`config.mk`:
```
export PLATFORM = sky130hd
export DESIGN_NAME = base64_variant_decoder_core
export DESIGN_NICKNAME = d
export VERILOG_FILES = /design/src/rtl/b64vd_pkg.sv /design/src/rtl/base64_variant_decoder_core.sv /design/src/rtl/b64vd_unpack.sv
export SDC_FILE = /design/constraint.sdc
export NUM_CORES = 1
export LEC_CHECK = 0
export BUFFER_PORTS_ARGS = -buffer_cell sky130_fd_sc_hd__buf_2
export CAP_MARGIN = 40
export CELL_PAD_IN_SITES_DETAIL_PLACEMENT = 1
export CELL_PAD_IN_SITES_GLOBAL_PLACEMENT = 2
export CORE_ASPECT_RATIO = 2
export CORE_MARGIN = 1.5
export CORE_UTILIZATION = 32
export DETAILED_ROUTE_END_ITERATION = 12
export PLACE_DENSITY_LB_ADDON = 0.1
export SYNTH_ARGS = -nofsm -noshare
export SYNTH_HDL_FRONTEND = slang
export SYNTH_HIERARCHICAL = 1
export SYNTH_SLANG_ARGS = --single-unit
export TNS_END_PERCENT = 20
```
`constraint.sdc`:
```
create_clock -name clk_i -period 1.4 [get_ports clk_i]
set_input_delay 0.14 -clock clk_i [delete_from_list [all_inputs] [get_ports clk_i]]
set_output_delay 0.14 -clock clk_i [all_outputs]
set_load 0.02 [all_outputs]
```
`src/rtl/b64vd_pkg.sv`:
```
// Package for the base64 variant decoder: request types and alphabet lookup.
package b64vd_pkg;

  localparam int unsigned CharW   = 8;
  localparam int unsigned SextetW = 7;
  localparam int unsigned PhaseW  = 2;

  localparam logic [SextetW-1:0] PadValue   = 7'd64;
  localparam logic [SextetW-1:0] DashValue  = 7'd63;
  localparam logic [SextetW-1:0] PlusValue  = 7'd62;
  localparam logic [SextetW-1:0] DigitBase  = 7'd52;
  localparam logic [SextetW-1:0] LowerBase  = 7'd26;

  localparam logic [CharW-1:0] ChDash  = 8'h2D;
  localparam logic [CharW-1:0] ChPlus  = 8'h2B;
  localparam logic [CharW-1:0] ChZero  = 8'h30;
  localparam logic [CharW-1:0] ChNine  = 8'h39;
  localparam logic [CharW-1:0] ChLowA  = 8'h61;
  localparam logic [CharW-1:0] ChLowZ  = 8'h7A;
  localparam logic [CharW-1:0] ChUpA   = 8'h41;
  localparam logic [CharW-1:0] ChUpZ   = 8'h5A;

  // Position of a character inside its group of four.
  localparam logic [PhaseW-1:0] PhaseFirst  = 2'd0;
  localparam logic [PhaseW-1:0] PhaseSecond = 2'd1;
  localparam logic [PhaseW-1:0] PhaseThird  = 2'd2;
  localparam logic [PhaseW-1:0] PhaseFourth = 2'd3;

  typedef struct packed {
    logic [CharW-1:0] in_char;
    logic             in_last;
  } b64vd_in_t;

  typedef struct packed {
    logic [7:0] out_byte;
    logic       byte_valid;
    logic       out_last;
  } b64vd_out_t;

  // Map a character code to its sextet value; anything else is padding.
  function automatic logic [SextetW-1:0] sextet_of(input logic [CharW-1:0] ch);
    logic [CharW-1:0] diff;
    diff = '0;
    if (ch == ChDash) begin
      return DashValue;
    end else if (ch == ChPlus) begin
      return PlusValue;
    end else if (ch >= ChZero && ch <= ChNine) begin
      diff = ch - ChZero;
      return diff[SextetW-1:0] + DigitBase;
    end else if (ch >= ChLowA && ch <= ChLowZ) begin
      diff = ch - ChLowA;
      return diff[SextetW-1:0] + LowerBase;
    end else if (ch >= ChUpA && ch <= ChUpZ) begin
      diff = ch - ChUpA;
      return diff[SextetW-1:0];
    end
    return PadValue;
  endfunction

endpackage

```
`src/rtl/base64_variant_decoder_core.sv`:
```
// Top level of the base64 variant decoder: group state and output register.
//
//   channel | signals                          | direction | payload
//   --------+----------------------------------+-----------+-------------
//   input   | in_valid_i, in_stall_o, in_data_i | into core | b64vd_in_t
//   output  | out_valid_o, out_stall_i, out_data_o | out     | b64vd_out_t
//
// One character request is taken per cycle unless stalled; its result is
// in the output register the cycle after acceptance. The path is one table
// lookup and a few shifts between the input port and the result register.
// Reset clears the group phase, held sextet, pad flag and output valid.
// in_stall_o rises only while a result is held and the sink stalls; then
// the input waits and no state changes.
module base64_variant_decoder_core
  import b64vd_pkg::*;
(
  input  logic       clk_i,
  input  logic       rst_ni,
  input  logic       in_valid_i,
  output logic       in_stall_o,
  input  b64vd_in_t  in_data_i,
  output logic       out_valid_o,
  input  logic       out_stall_i,
  output b64vd_out_t out_data_o
);

  logic [PhaseW-1:0]  phase_q, phase_d;
  logic [SextetW-1:0] held_q, held_d;
  logic               pad_seen_q, pad_seen_d;
  logic               out_valid_q, out_valid_d;
  b64vd_out_t         out_data_q, out_data_d;

  logic               accept;
  logic [SextetW-1:0] sextet;
  logic               pad_third;
  logic [7:0]         dec_byte;
  logic               dec_valid;

  b64vd_unpack u_unpack (
    .char_i      (in_data_i.in_char),
    .last_i      (in_data_i.in_last),
    .phase_i     (phase_q),
    .held_i      (held_q),
    .pad_seen_i  (pad_seen_q),
    .sextet_o    (sextet),
    .pad_third_o (pad_third),
    .byte_o      (dec_byte),
    .valid_o     (dec_valid)
  );

  // Hold the input only when the result register is full and not drained.
  assign in_stall_o = out_valid_q & out_stall_i;
  assign accept     = in_valid_i & ~in_stall_o;

  always_comb begin
    phase_d     = phase_q;
    held_d      = held_q;
    pad_seen_d  = pad_seen_q;
    out_valid_d = out_valid_q & out_stall_i;
    out_data_d  = out_data_q;
    if (accept) begin
      // Advance the group position and remember this character's sextet.
      phase_d = phase_q + 2'd1;
      held_d  = sextet;
      if (phase_q == PhaseThird) begin
        pad_seen_d = pad_third;
      end
      // End of stream: start the next stream from a clean group.
      if (in_data_i.in_last) begin
        phase_d    = PhaseFirst;
        held_d     = '0;
        pad_seen_d = 1'b0;
      end
      out_valid_d           = 1'b1;
      out_data_d.out_byte   = dec_byte;
      out_data_d.byte_valid = dec_valid;
      out_data_d.out_last   = in_data_i.in_last;
    end
  end

  always_ff @(posedge clk_i or negedge rst_ni) begin
    if (!rst_ni) begin
      phase_q     <= PhaseFirst;
      held_q      <= '0;
      pad_seen_q  <= 1'b0;
      out_valid_q <= 1'b0;
    end else begin
      phase_q     <= phase_d;
      held_q      <= held_d;
      pad_seen_q  <= pad_seen_d;
      out_valid_q <= out_valid_d;
    end
  end

  // Result payload needs no reset; it is qualified by out_valid_q.
  always_ff @(posedge clk_i) begin
    out_data_q <= out_data_d;
  end

  assign out_valid_o = out_valid_q;
  assign out_data_o  = out_data_q;

endmodule

```
`src/rtl/b64vd_unpack.sv`:
```
// Combinational byte assembly for one character from the group state.
module b64vd_unpack
  import b64vd_pkg::*;
(
  input  logic [CharW-1:0]   char_i,
  input  logic               last_i,
  input  logic [PhaseW-1:0]  phase_i,
  input  logic [SextetW-1:0] held_i,
  input  logic               pad_seen_i,
  output logic [SextetW-1:0] sextet_o,
  output logic               pad_third_o,
  output logic [7:0]         byte_o,
  output logic               valid_o
);

  logic [SextetW-1:0] q;
  logic               is_pad;

  assign q           = sextet_of(char_i);
  assign is_pad      = q[SextetW-1];
  assign sextet_o    = q;
  assign pad_third_o = is_pad;

  always_comb begin
    byte_o  = 8'h00;
    valid_o = 1'b0;
    unique case (phase_i)
      PhaseFirst: begin
        // Missing second character counts as padding.
        if (last_i) begin
          byte_o  = {q[5:0], 2'b00} | 8'h04;
          valid_o = 1'b1;
        end
      end
      PhaseSecond: begin
        byte_o  = {held_i[5:0], 2'b00} | {5'b0, q[6:4]};
        valid_o = 1'b1;
      end
      PhaseThird: begin
        if (!is_pad) begin
          byte_o  = {held_i[3:0], 4'b0000} | {3'b000, q[6:2]};
          valid_o = 1'b1;
        end
      end
      PhaseFourth: begin
        if (!pad_seen_i && !is_pad) begin
          byte_o  = {held_i[1:0], 6'b000000} | {1'b0, q};
          valid_o = 1'b1;
        end
      end
      default: begin
        byte_o  = 8'h00;
        valid_o = 1'b0;
      end
    endcase
  end

endmodule

```
==> results.py, run 1 <==
metrics = {
    "placed_design": {
        "dpl_cell_area_sq_um": 2457,
        "hpwl_um": 5762,
        "io_buffers": 24,
        "place_congestion": 0.8791,
        "pre_cts_slack_ns": -0.9632,
    },
    "floorplan": {
        "num_rows": 37,
        "chipHeight_um": 107.1,
        "initial_utilization": 0.3345,
        "die-width_um": 55.06,
        "core_area_sq_um": 5185,
        "dieArea_sq_um": 5897,
        "ioPinCount": 25,
    },
    "pwr": {
        "p_comb_frac": 0.459,
        "clkPwrFrac": 0.190,
        "internal_power_w": 0.001363,
        "p_leak_nw": 1.221,
        "power_density_nw_per_um2": 727.9,
        "ir_worst_vdd_uv": 781.6,
        "switchingPower_w": 0.0007319,
        "finalPower_w": 0.002095,
        "seqPwrFrac": 0.351,
        "switching_share": 0.3494,
    },
    "worst_setup_path": {
        "crit_arrival_ns": 1.89,
        "endpoint_kind": "flop",
        "start_kind": "input pin",
        "worst-path-max-fanout": 4,
        "worstSetupPathType": "in -> reg",
        "cp.required_ns": 1.41,
    },
    "layout": {
        "regArea_sq_um": 550.5,
        "antennaDiodeCount": 0,
        "area_delta_synth_final_pct": 65.95,
        "fin_area_sq_um": 2878,
        "multiInputGateArea_sq_um": 1373,
        "num-nets-final": 312,
        "layout-drive-gt1-share": 0.5625,
        "fill_cells": 588,
    },
    "timing": {
        "setup_ws_ns": -0.4841,
        "drv_slew": 0,
        "rsz0062_at_grt": "yes",
        "min_period_over_period": 1.346,
        "slew_headroom": 0.7181,
        "finClkSkew_ns": 0.005079,
        "max_freq_mhz": 530.8,
        "worst_slew_pin_slew_ns": 0.4219,
        "fin_crit_ns": 1.884,
        "setup_viol": 16,
        "finalHoldViolCount": 0,
    },
    "drt": {
        "drtIter0Drc": 40,
        "vias": 1937,
        "drc_errors": 0,
        "wl_per_cell_um": 20.43,
        "drtPass1Iterations": 4,
        "drt-total-wl_um": 7068,
        "drtAntennaViolNets": 0,
        "vias_per_cell": 5.598,
    },
    "clock_tree": {
        "cts_buffer_depth": 2,
        "cts-root-buf": "clkbuf_8",
        "clock_sinks": 20,
        "cts_tree": "yes",
        "htreeDepth": 1,
        "clk_latency_ns": 0.27,
        "path_clk_slew_ns": 0.07,
        "numCtsBuffers": 3,
    },
    "global_routing": {
        "overflow": 0,
        "grt_max_degree": 14,
        "grt_pass1_vias": 2176,
        "grt_pass1_wl_um": 10520,
        "antenna_found_initial": 0,
        "grt_usage": 0.2539,
    },
    "flow_run": {
        "drv_cap": 0,
    },
    "yosys": {
        "syn_inst": 194,
        "syn-num-nets": 217,
        "yosysWarnings": 6,
        "syn_avg_cell_area_sq_um": 8.939,
        "syn_area_sq_um": 1734,
    },
    "outcome": {
        "status": "finished with violations",
        "violations": "negative setup slack",
    },
    "min_path": {
        "min_path_type": "in -> reg",
    },
}
-- layout by cell type, fill, tap and decap left out, drive strengths merged, types with 5 or more instances in the layout --
master and instances:
a21oi 13, a221o 5, and2 6, buf 96
dfrtp 10, edfxtp 10, ha 10, inv 13
nand2 27, nand2b 7, nor2 11, o21ai 10
o31ai 5
-- power by group through the flow --
| stage | logic [W] | clock network (W) | registers, W |
|---|---|---|---|
| 2_1_floorplan | 0.000363 | 0 | 0.000773 |
| 3_3_place_gp | 0.000785 | 0 | 0.000743 |
| 3_5_place_dp | 0.000814 | 0 | 0.000748 |
| 4_1_cts | 0.000888 | 0.000408 | 0.000738 |
| 5_1_grt | 0.00104 | 0.000425 | 0.000746 |
| 6_report | 0.000961 | 0.000399 | 0.000735 |
-- flip-flops by register name, summed over array words and instances, names as in the netlist --
register,cells
held_q,6
pad_seen_q,1
phase_q,2
out_valid_o,1
out_data_o,10
-- metal layers --
layer | global-route usage | up-vias | part of all wire
li1 | - | 909 | -
met1 | 0.1890 | 933 | 0.29
met2 | 0.5077 | 59 | 0.62
met3 | 0.01532 | 36 | 0.023
met4 | 0.2021 | 0 | 0.074
met5 | 0 | - | 0
-- timing repair --
item / CTS / global route
hold buffers: 1 / 0
pin swaps: 26 / 22
gates resized for setup: 38 / 33
endpoints found under the hold margin: 10 / 0
endpoints found under the setup margin: 17 / 17
setup buffers: 8 / 3
-- critical path, cell delays in order --
cell and delay (ns):
buf_12 0.11, inv_8 0.06, buf_6 0.09, ha_4 0.15, nor2b_4 0.22, o31ai_4 0.10, and2_4 0.19, or4_4 0.49
a21oi_4 0.18, o221ai_2 0.13
-- path summary, 6_finish.rpt --
kind                                 end  cells past startpoint  slack [ns]          from
setup / recovery           out_data_o[2]                     10       -0.48  in_data_i[3]
hold / removal               out_valid_o                      2        0.08    in_valid_i
setup reg to reg           out_data_o[5]                      4       -0.18    phase_q[0]
hold reg to reg                held_q[5]                      2        0.51     held_q[5]
max in group asynchronous     pad_seen_q                      2        0.91        rst_ni
min in group asynchronous      held_q[4]                      2        0.28        rst_ni
-- cell type report --
type / count / area share
Timing Repair Buffer: 97 / 0.2678
Multi-Input combinational cell: 154 / 0.4770
Clock buffer: 4 / 0.01565
Inverter: 13 / 0.02304
Sequential cell: 20 / 0.1913
Tap cell: 58 / 0.02522
-- metrics by stage --
step,util,std cells,hold WS (ns),setup TNS (ns)
finish,0.5550,346,0.08171,-5.955
global placement,0.4739,330,0.02205,-12.84
CTS,0.5265,343,0.08105,-6.214
global route,0.5550,346,0.09099,-6.871
floorplan,-,194,-0.1556,-6.266
detailed placement,0.4739,330,0.02819,-13.58
Note: power is estimated with default switching activity, not from simulation.
==> inputs of run 2 (changes only) <==
--- a/config.mk
+++ b/config.mk
@@ -5,13 +5,14 @@
 export SDC_FILE = /design/constraint.sdc
 export NUM_CORES = 1
 export LEC_CHECK = 0
+export ABC_AREA = 1
 export BUFFER_PORTS_ARGS = -buffer_cell sky130_fd_sc_hd__buf_2
 export CAP_MARGIN = 40
 export CELL_PAD_IN_SITES_DETAIL_PLACEMENT = 1
 export CELL_PAD_IN_SITES_GLOBAL_PLACEMENT = 2
 export CORE_ASPECT_RATIO = 2
 export CORE_MARGIN = 1.5
-export CORE_UTILIZATION = 32
+export CORE_UTILIZATION = 29
 export DETAILED_ROUTE_END_ITERATION = 12
 export PLACE_DENSITY_LB_ADDON = 0.1
 export SYNTH_ARGS = -nofsm -noshare
==> constraint.sdc (replaced) <==
create_clock -name clk_i -period 1.5 [get_ports clk_i]
set_input_delay 0.15 -clock clk_i [delete_from_list [all_inputs] [get_ports clk_i]]
set_output_delay 0.15 -clock clk_i [all_outputs]
set_load 0.02 [all_outputs]
==> run 2 against run 1 <==
  * The run still ends with negative setup slack left
  * Critical path type unchanged
  * Flip-flop and latch count is the same
  * Largest power group unchanged
  * Critical endpoint is now out_data_o[7]
  * Combinational power is 13% lower
  * Routed wire length shrank 3.6%
  * Design area grew 3.5%
  * Clock power rose by 86%
  * First-iteration DRC count rose by 25%
==> results.py, run 2 <==
metrics = {
    "drt": {
        "drc_errors": 0,
        "drt-total-wl_um": 6813,
        "drtAntennaViolNets": 0,
        "vias_per_cell": 4.587,
        "drtIter0Drc": 50,
        "drtPass1Iterations": 4,
        "wl_per_cell_um": 15.38,
        "vias": 2032,
    },
    "pwr": {
        "finalPower_w": 0.002284,
        "p_leak_nw": 1.527,
        "seqPwrFrac": 0.307,
        "clkPwrFrac": 0.325,
        "internal_power_w": 0.001535,
        "p_comb_frac": 0.367,
        "switching_share": 0.3279,
        "ir_worst_vdd_uv": 358.4,
        "power_density_nw_per_um2": 766.5,
        "switchingPower_w": 0.0007487,
    },
    "placed_design": {
        "io_buffers": 24,
        "hpwl_um": 5279,
        "pre_cts_slack_ns": -0.5467,
        "place_congestion": 0.8448,
    },
    "clock_tree": {
        "cts_buffer_depth": 2,
        "clock_sinks": 20,
        "numCtsBuffers": 3,
        "cts_tree": "yes",
        "htreeDepth": 1,
        "path_clk_slew_ns": 0.06,
        "clk_latency_ns": 0.26,
        "cts-root-buf": "clkbuf_16",
    },
    "floorplan": {
        "initial_utilization": 0.3021,
        "num_rows": 41,
        "core_area_sq_um": 6361,
        "chipHeight_um": 118.1,
        "dieArea_sq_um": 7154,
        "ioPinCount": 25,
        "die-width_um": 60.57,
    },
    "timing": {
        "drv_slew": 0,
        "slew_headroom": 0.7146,
        "fin_tns_setup_ns": -0.1050,
        "rsz0062_at_grt": "yes",
        "finalHoldViolCount": 0,
        "max_freq_mhz": 647.2,
        "fin_hold_ws_ns": 0.1677,
        "setup_viol": 5,
        "worst_slew_pin_slew_ns": 0.4276,
        "setup_ws_ns": -0.04517,
        "min_period_over_period": 1.030,
        "finClkSkew_ns": 0.003382,
        "fin_crit_ns": 1.545,
    },
    "global_routing": {
        "top_usage_layer": "met2",
        "grt_use_met2": 0.3918,
        "grt_usage": 0.1989,
        "overflow": 0,
        "antenna_found_initial": 0,
        "met1_usage": 0.1679,
        "grt_max_degree": 13,
        "grt_pass1_vias": 2233,
        "gr-usage-met3": 0.008791,
        "grt_pass1_wl_um": 10520,
    },
    "layout": {
        "fin_util": 0.4683,
        "regArea_sq_um": 550.5,
        "layout-drive-gt1-share": 0.4818,
        "area_delta_synth_final_pct": 55.01,
        "final_common_cell": "nand2_1",
        "num-nets-final": 381,
        "layout_common_cells": "nand2_1 (87), buf_4 (51), inv_1 (24)",
        "antennaDiodeCount": 0,
        "fill_cells": 822,
        "multiInputGateArea_sq_um": 1430,
        "largest_reg_flops": 10,
    },
    "flow_run": {
        "drv_cap": 0,
    },
    "worst_setup_path": {
        "cp_top_family": "simple AND/OR/NAND/NOR gates",
        "r2r_cells": 8,
        "start_kind": "input pin",
        "path_cells": "buf_8, buf_6, ha_2, nand2_2, inv_1, nand2_2, nand2_4, nor2_4, nand3_4, nand2_4, nor2_4, a21boi_1, nand3_1",
        "cpMaxStageDelayCell": "ha_2",
        "cp.required_ns": 1.51,
        "worst-path-max-fanout": 7,
        "max_stage_delay_ns": 0.18,
        "cp.depth": 13,
        "endpoint_kind": "flop",
        "crit_buf_inv": 3,
        "worstSetupPathType": "in -> reg",
        "crit_arrival_ns": 1.55,
    },
    "yosys": {
        "syn_inst": 275,
        "syn_avg_cell_area_sq_um": 6.989,
        "syn-num-nets": 298,
        "yosysWarnings": 6,
        "syn_area_sq_um": 1922,
    },
    "outcome": {
        "violations": "negative setup slack",
        "status": "finished with violations",
    },
    "min_path": {
        "min_path_cells": 3,
        "min_path_type": "in -> reg",
    },
}
run 2: final timing paths:
kind / from / endpoint / slack [ns]
worst min-delay path: in_valid_i / out_valid_o / 0.17
worst max register to register: phase_q[1] / out_data_o[9] / 0.08
worst max-delay path: in_data_i[2] / out_data_o[7] / -0.05
worst min register to register: held_q[4] / held_q[4] / 0.50
max in group asynchronous: rst_ni / held_q[0] / 0.99
min in group asynchronous: rst_ni / held_q[2] / 0.30
run 2: per-stage QoR:
| stage | cell area, sq um | instances |
|---|---|---|
| final | 2979 | 443 |
| after global routing | 2979 | 443 |
| after CTS | 2854 | 441 |
| after detailed placement | 2424 | 422 |
| after global placement | 2424 | 422 |
| after floorplan | 1929 | 275 |
run 2: layer usage:
metal,routed length [um],part of all wire,up-vias
met5,0,0,-
met4,354,0.052,0
met3,96,0.014,17
met2,4253,0.62,40
met1,2108,0.31,955
li1,-,-,1020
run 2: what timing repair did:
action | in CTS | in global routing
pin swaps | 23 | 22
hold buffers | 1 | 0
endpoints found under the setup margin | 16 | 14
gates resized for setup | 60 | 27
buffers inserted | 13 | 2
hold endpoints to repair | 10 | 0
gates cloned | 1 | 0
run 2: worst reg2reg max path, cell delays in order (launching register included):
cell and delay, ns:
dfrtp_1 0.46, nand2_1 0.09, nor2_1 0.15, inv_1 0.09, nor2_4 0.26, nand2_1 0.09, nand2_1 0.07, inv_1 0.04
nand3_2 0.04
run 2: power by group through the flow:
stage	sequential, W	clock, W	combinational [W]
2_1_floorplan	0.000738	0	0.000395
3_3_place_gp	0.000711	0	0.000680
3_5_place_dp	0.000711	0	0.000688
4_1_cts	0.000704	0.000755	0.000793
5_1_grt	0.000710	0.000767	0.000927
6_report	0.000702	0.000743	0.000839
run 2: layout make-up:
class	instances	area share
clock buffer	3	0.02520
timing repair buffer	80	0.2033
inverter	41	0.06048
tap	86	0.03612
sequential	20	0.1848
multi-input combinational	212	0.4800
clock inverter	1	0.01008
==> inputs of run 3 (changes only) <==
--- a/config.mk
+++ b/config.mk
@@ -5,14 +5,13 @@
 export SDC_FILE = /design/constraint.sdc
 export NUM_CORES = 1
 export LEC_CHECK = 0
-export ABC_AREA = 1
 export BUFFER_PORTS_ARGS = -buffer_cell sky130_fd_sc_hd__buf_2
 export CAP_MARGIN = 40
 export CELL_PAD_IN_SITES_DETAIL_PLACEMENT = 1
 export CELL_PAD_IN_SITES_GLOBAL_PLACEMENT = 2
 export CORE_ASPECT_RATIO = 2
 export CORE_MARGIN = 1.5
-export CORE_UTILIZATION = 29
+export CORE_UTILIZATION = 32
 export DETAILED_ROUTE_END_ITERATION = 12
 export PLACE_DENSITY_LB_ADDON = 0.1
 export SYNTH_ARGS = -nofsm -noshare
==> run 3 against run 2 <==
  * Critical endpoint is now out_data_o[5]
  * Largest cell class unchanged
  * Design area is 3.6% lower
  * Setup slack worse by 0.34 ns
  * Flip-flop and latch count stayed put
  * Critical path depth is 4 lower
  * Sequential share of layout area is 0.68 points higher
  * Combinational power is 2% higher
  * Non-clock buffer count is 12 higher
  * Clock skew is 0.0079 ns higher
  * Die area is 18% lower
  * Via count is 5.8% lower
  * The run still ends with negative setup slack left
==> results.py, run 3 (synthesized netlist as in run 1, its figures left out) <==
metrics = {
    "outcome": {
        "status": "finished with violations",
        "violations": "negative setup slack",
    },
    "timing": {
        "drv_slew": 0,
        "min_period_over_period": 1.258,
        "finalHoldViolCount": 0,
        "setup_viol": 16,
        "fin_tns_setup_ns": -4.147,
        "setup_ws_ns": -0.3872,
        "max_freq_mhz": 529.9,
        "finClkSkew_ns": 0.01126,
        "fin_crit_ns": 1.887,
        "slew_headroom": 0.6760,
        "worst_slew_pin_slew_ns": 0.4843,
        "rsz0062_at_grt": "yes",
    },
    "drt": {
        "drtIter0Drc": 18,
        "vias_per_cell": 5.616,
        "drtAntennaViolNets": 0,
        "wl_per_cell_um": 19.90,
        "drt-total-wl_um": 6787,
        "drtPass1Iterations": 4,
        "drc_errors": 0,
        "vias": 1915,
    },
    "clock_tree": {
        "htreeDepth": 1,
        "numCtsBuffers": 3,
        "clock_sinks": 20,
        "path_clk_slew_ns": 0.07,
        "clk_latency_ns": 0.26,
        "cts_buffer_depth": 2,
        "cts_tree": "yes",
        "cts-root-buf": "clkbuf_8",
    },
    "global_routing": {
        "top_usage_layer": "met2",
        "grt_pass1_vias": 2176,
        "grt_max_degree": 14,
        "grt_usage": 0.2503,
        "grt_use_met2": 0.5068,
        "gr-usage-met3": 0.009749,
        "met1_usage": 0.1854,
        "grt_pass1_wl_um": 10450,
        "overflow": 0,
        "antenna_found_initial": 0,
    },
    "worst_setup_path": {
        "endpoint_kind": "flop",
        "worstSetupPathType": "in -> reg",
        "worst-path-max-fanout": 4,
        "crit_arrival_ns": 1.89,
        "cp.required_ns": 1.50,
        "start_kind": "input pin",
    },
    "layout": {
        "layout-drive-gt1-share": 0.5406,
        "layout_common_cells": "buf_4 (53), nand2_1 (25), buf_2 (20)",
        "final_common_cell": "buf_4",
        "antennaDiodeCount": 0,
        "fin_area_sq_um": 2873,
        "largest_reg_flops": 10,
        "area_delta_synth_final_pct": 65.66,
        "num-nets-final": 307,
    },
    "floorplan": {
        "dieArea_sq_um": 5897,
        "core_area_sq_um": 5185,
        "die-width_um": 55.06,
        "chipHeight_um": 107.1,
        "num_rows": 37,
        "ioPinCount": 25,
        "initial_utilization": 0.3345,
    },
    "placed_design": {
        "pre_cts_slack_ns": -0.8959,
        "hpwl_um": 5618,
        "place_congestion": 0.8817,
        "io_buffers": 24,
        "dpl_cell_area_sq_um": 2427,
    },
    "pwr": {
        "p_leak_nw": 1.209,
        "ir_worst_vdd_uv": 656.5,
        "finalPower_w": 0.001897,
        "power_density_nw_per_um2": 660.3,
    },
    "min_path": {
        "min_path_type": "in -> reg",
    },
    "flow_run": {
        "drv_cap": 0,
    },
}
==> run 3: cell types whose count changed in the layout (fill, tap and decap cells not counted), sizes merged, moves of 5 or more <==
cell | before | now
a21oi | 7 | 13
and2 | 0 | 6
a221o | 0 | 5
buf | 78 | 91
o21ai | 3 | 10
nand2b | 0 | 7
nand3 | 34 | 4
o31ai | 0 | 5
nor2 | 24 | 11
nand2 | 120 | 27
inv | 40 | 13
==> run 3: metal layers <==
metal / part of all wire / vias up
met5: 0 / -
met3: 0.018 / 25
met1: 0.28 / 943
li1: - / 903
met4: 0.077 / 0
met2: 0.62 / 44
==> run 3: layout make-up <==
| cell class | count | area (sq um) |
|---|---|---|
| inverters | 13 | 66.31 |
| well taps | 58 | 72.57 |
| repair buffers | 92 | 749.5 |
| flip-flops and latches | 20 | 550.5 |
| multi-input cells | 154 | 1389 |
| fillers | 602 | 2312 |
| clock buffers | 4 | 45.04 |
==> run 3: final timing paths <==
check                      cells after the start  slack, ns             to          from
setup / recovery                               9      -0.39  out_data_o[5]  in_data_i[3]
hold / removal                                 2       0.11    out_valid_o    in_valid_i
setup reg to reg                               4      -0.08  out_data_o[5]    phase_q[0]
hold reg to reg                                2       0.52      held_q[3]     held_q[3]
max in group asynchronous                      2       0.99     phase_q[0]        rst_ni
min in group asynchronous                      2       0.29      held_q[2]        rst_ni
==> run 3: where the power goes <==
part,leakage [nW],internal [W],switching (W)
clock,0.0228,0.000189,0.000168
combinational,0.957,0.000419,0.000435
sequential,0.229,0.000645,0.0000418
total,1.21,0.00125,0.000645
==> run 3: what timing repair did <==
action                                  CTS  global route
pin swaps                                25            26
cloned                                    0             0
setup buffers                             7             3
hold buffers                              1             0
endpoints found under the setup margin   16            16
resized for setup                        40            37
endpoints found under the hold margin    10             0
==> run 3: metrics by stage <==
| stage | utilization | hold WS (ns) | std cells |
|---|---|---|---|
| 3_5_place_dp | 0.4681 | 0.03955 | 326 |
| 3_3_place_gp | 0.4681 | 0.03472 | 326 |
| 2_1_floorplan | - | -0.1456 | 194 |
| 6_report | 0.5541 | 0.1129 | 341 |
| 5_1_grt | 0.5541 | 0.1104 | 341 |
| 4_1_cts | 0.5210 | 0.1076 | 338 |
==> run 3: worst max-delay path, stage by stage <==
cell      delay [ns]
buf_12          0.11
ha_4            0.18
buf_6           0.12
buf_12          0.12
o31ai_4         0.36
and2_4          0.23
nand4b_1        0.15
a21oi_2         0.10
a221o_1         0.36
